--- src/tpsl_pkg.sv ---
// ----------------------------------------------------------------------------
// tpsl_pkg
// shared types, sizes and helpers for the trie prefix-share length block
// ----------------------------------------------------------------------------
package tpsl_pkg;

	localparam int NODE_COUNT   = 4096;
	localparam int ALPHABET     = 26;
	localparam int MAX_WORD_LEN = 1023;

	localparam int LETTER_W = 5;
	localparam int LEN_W    = 10;
	localparam int CNT_W    = 2;
	localparam int NODE_W   = $clog2(NODE_COUNT);
	localparam int FREE_W   = $clog2(NODE_COUNT + 1);
	localparam int SLOTS    = NODE_COUNT * ALPHABET;
	localparam int SLOT_W   = $clog2(SLOTS);
	localparam int LEN_CAP  = (MAX_WORD_LEN < 1023) ? MAX_WORD_LEN : 1023;

	localparam logic [CNT_W-1:0] PASS_MAX = 2'd3;
	localparam logic [CNT_W-1:0] PASS_ONE = 2'd1;

	localparam logic [0:0] CMD_INSERT = 1'b0;
	localparam logic [0:0] CMD_QUERY  = 1'b1;

	typedef struct packed {
		logic                cmd;
		logic [LETTER_W-1:0] letter;
		logic                word_end;
	} in_word_t;

	typedef struct packed {
		logic [LEN_W-1:0] prefix_len;
		logic             pool_full;
	} out_word_t;

	// child slot entry: pointer to the child node plus that child's pass count
	// (every node but the root has exactly one parent slot)
	typedef struct packed {
		logic [CNT_W-1:0]  cnt;
		logic [NODE_W-1:0] ptr;
	} entry_t;

	typedef enum logic [1:0] {
		ST_CLEAR,
		ST_IDLE,
		ST_EXEC
	} state_t;

	typedef struct packed {
		logic clear_step;
		logic load;
		logic finish;
	} ctl_cmd_t;

	typedef struct packed {
		logic clear_done;
		logic hold_last;
		logic out_busy;
	} ctl_status_t;

	function automatic logic sym_bad(input logic [LETTER_W-1:0] letter);
		logic [6:0] alpha;
		alpha = 7'(ALPHABET);
		return {2'b00, letter} >= alpha;
	endfunction

endpackage

--- src/tpsl_ctrl.sv ---
// ----------------------------------------------------------------------------
// tpsl_ctrl
// sequencer: memory clear after reset, then accept / execute per letter
// ----------------------------------------------------------------------------
module tpsl_ctrl (
	input  logic                  clk,
	input  logic                  arst_n,
	input  logic                  in_valid,
	output logic                  in_ready,
	input  tpsl_pkg::ctl_status_t status,
	output tpsl_pkg::ctl_cmd_t    cmd
);
	import tpsl_pkg::*;

	state_t state_q;
	state_t state_d;
	logic   stall;

	assign stall = status.hold_last && status.out_busy;

	always_ff @(posedge clk or negedge arst_n) begin
		if (!arst_n) begin
			state_q <= ST_CLEAR;
		end else begin
			state_q <= state_d;
		end
	end

	always_comb begin
		state_d = state_q;
		case (state_q)
			ST_CLEAR: begin
				if (status.clear_done) state_d = ST_IDLE;
			end
			ST_IDLE: begin
				if (in_valid) state_d = ST_EXEC;
			end
			ST_EXEC: begin
				if (!stall) state_d = ST_IDLE;
			end
			default: state_d = ST_CLEAR;
		endcase
	end

	always_comb begin
		in_ready       = 1'b0;
		cmd.clear_step = 1'b0;
		cmd.load       = 1'b0;
		cmd.finish     = 1'b0;
		case (state_q)
			ST_CLEAR: cmd.clear_step = 1'b1;
			ST_IDLE: begin
				in_ready = 1'b1;
				cmd.load = in_valid;
			end
			ST_EXEC: cmd.finish = !stall;
			default: ;
		endcase
	end

endmodule

--- config.mk ---
export PLATFORM = sky130hd
export DESIGN_NAME = tpsl_ctrl
export DESIGN_NICKNAME = d
export VERILOG_FILES = /design/src/tpsl_pkg.sv /design/src/tpsl_ctrl.sv
export SDC_FILE = /design/constraint.sdc
export NUM_CORES = 1
export LEC_CHECK = 0
export BUFFER_PORTS_ARGS = -buffer_cell sky130_fd_sc_hd__buf_4
export CORE_AREA = 2 2 39 41
export CTS_CLUSTER_DIAMETER = 30
export DETAILED_ROUTE_END_ITERATION = 10
export DIE_AREA = 0 0 41 43
export MAX_ROUTING_LAYER = met4
export RECOVER_POWER = 50
export SYNTH_ARGS = -nofsm -noshare
export SYNTH_HDL_FRONTEND = slang
export SYNTH_SLANG_ARGS = --single-unit
--- constraint.sdc ---
create_clock -name clk -period 2.2 [get_ports clk]
set_input_delay 0.44 -clock clk [delete_from_list [all_inputs] [get_ports clk]]
set_output_delay 0.44 -clock clk [all_outputs]
set_load 0.01 [all_outputs]
==> metrics.txt <==
outcome finished, final reports clean; Worst Path Max Fanout 6; slack of the critical path 683 ps; Final period util 68.9%; die area 1760 sq um; Worst-Margin Slew 211 ps; Int Pwr 192 uW; largest registers state_q (2); slowest cell delay on critical path 410 ps; first drt pass iteration count 2; maximum VDD drop 0.158 mV; reg-to-reg critical path startpoint state_q[0]; Sw Pwr 99.9 uW; Max-Cap Viols 0; fill count 157; Worst slew margin 85.9%; hold crit path type input pin to register; Via density 3.35; fmax 0.659 GHz; CTS tree done; syn nets 20; cell count after synthesis 14; crit-path cells nand2b_2, nor2_1, buf_4; Die X 41 um; CP startpoint kind register; Leakage 0.000112 uW; max reg flops 2; skew final 2.14 ps; Synth top area share 40.0%; # diodes 0; TritonCTS Buffers 3; Overflow after GRT 0; total wire length 322 um; WL/cell 7.49 um; number of synthesized register bits 2; Placement Setup Slack 821 ps; delay-heaviest family, CP flip-flops; number of global-route vias before repair 135; Area Growth Syn to Fin 91.0%; setup bufs post-CTS 0; Routed Antenna Nets 0; CP arrival 1080 ps; Fin Hold WS 492 ps; fin area 239 sq um; number of flops mapped to enable cells by yosys 0; Avg Cell Area, Syn 8.94 sq um; crit path buf inv count 1; Total GRT Usage 5.76%; Worst EP required 1760 ps; synth top area cells dfrtp_1 (40%), o32ai_2 (13%), nor2_1 (12%); largest net degree at the start of global routing 7; # setup viols final 0; critical path class register to output port; post-route insts no fill 43; fin. max-slew vios 0; Placed Cells 39; Root Buffer clkbuf_4; most flop-heavy register state_q; Yosys cell types 9; combinational fraction of design power 45.0%; RSZ-0062 raised after global routing false; Starting Density 9.04%; Core ar. 1380 sq um; placer congestion estimate 0.488; power density cells 1220 nW/um^2; Async SR Flop Fraction 100%; ys flop type dfrtp_1; Fin Setup TNS 0 ps; antenna violations before repair 0; die outline height 43 um; Final #Nets 35; Sw Ratio 34.3%; hold path startpoint status[0]; number of I/O pins 10; DPL Wire Length 232 um; row count 14; clock share of power 28.4%; Worst path slowest cell dfrtp_1; PortBufs 9; Crit. End Element output port; Tmin final 1520 ps; Clock Latency Late Sink 230 ps; synth warn 0; first-pass GRT wire length 489 um; Post-DP Area 213 sq um; DRC errors left 0; Synth area leader dfrtp_1; CP Launch Point state_q[0]; DRT iter0 DRCs 6; clk sinks 2; share of layout cells above drive strength 1 48.1%; Flop pwr share 26.6%; cell with the most instances after synthesis nor2_1; CTS max path bufs 2; vias 144; Synth top cells by count nor2_1 (4), dfrtp_1 (2), nand2_1 (2); Seq/Total Area, Yosys 40.0%; clk slew on worst S/H paths 30 ps; CTS H-tree depth 1; Hold Vio Cnt, Final 0; Synth Cell Area 125 sq um
==> final cells by class <==
cell class,count,area [sq um],area share [%]
clock buffer,3,22.5,9.42
multi-input combinational,12,72.6,30.4
sequential,2,50.0,20.9
tap,16,20.0,8.38
timing repair buffer,10,73.8,30.9
==> stage by stage <==
stage	total power, uW	util (%)
global placement	214	15.4
detailed placement	214	15.4
global route	319	17.3
CTS	304	17.7
floorplan	151	-
finish	292	17.3
==> cells in the final DEF (no fill, tap or decap), drive strengths merged <==
master       instances
and2                 2
buf                  8
clkbuf               4
dfrtp                2
dlygate4sd3          1
nand2                2
nand2b               1
nor2                 4
nor2b                1
o22ai                1
o32ai                1
==> power by group through the flow <==
stage,sequential (uW),combinational (uW),clock [uW]
2_1_floorplan,73.3,77.9,0
3_3_place_gp,77.1,136,0
3_5_place_dp,77.6,137,0
4_1_cts,77.4,138,88.5
5_1_grt,81.3,145,92.9
6_report,77.5,131,82.8
==> path summary, 6_finish.rpt <==
check	endpoint	slack, ps	depth (start not counted)
worst max-delay path	cmd[0]	680	3
worst min-delay path	state_q[1]	490	3
worst max register to register	state_q[0]	1300	2
worst min register to register	state_q[0]	610	1
max in group asynchronous	state_q[1]	1540	2
min in group asynchronous	state_q[0]	530	2
==> cell families (layout without fill, tap and decap cells) <==
family | count (synthesis) | in the layout | share of synthesized area (%)
buffers and inverters | 0 | 13 | 0
AOI/OAI and AO/OA | 2 | 2 | 18.0
DFF | 2 | 2 | 40.0
and+or+nand+nor | 10 | 10 | 42.0
==> layer usage <==
metal	part of all wire [%]	up-vias	routed length [um]	GRT usage (%)
met4	8.4	0	27	14.0
li1	-	74	-	-
met1	37	60	118	3.85
met5	0	-	0	-
met3	9.3	2	30	3.14
met2	45	8	145	5.31
==> timing repair <==
action,in CTS,in global routing
gates resized for setup,0,0
hold buffers,1,0
hold endpoints to repair,2,0
==> worst register-to-register path, delay by kind of cell (launching register included) <==
kind | cells | cell delay (ps)
compound gates | 1 | 230
flops | 1 | 410
simple gates | 1 | 160
(Power assumes the default switching activity.)
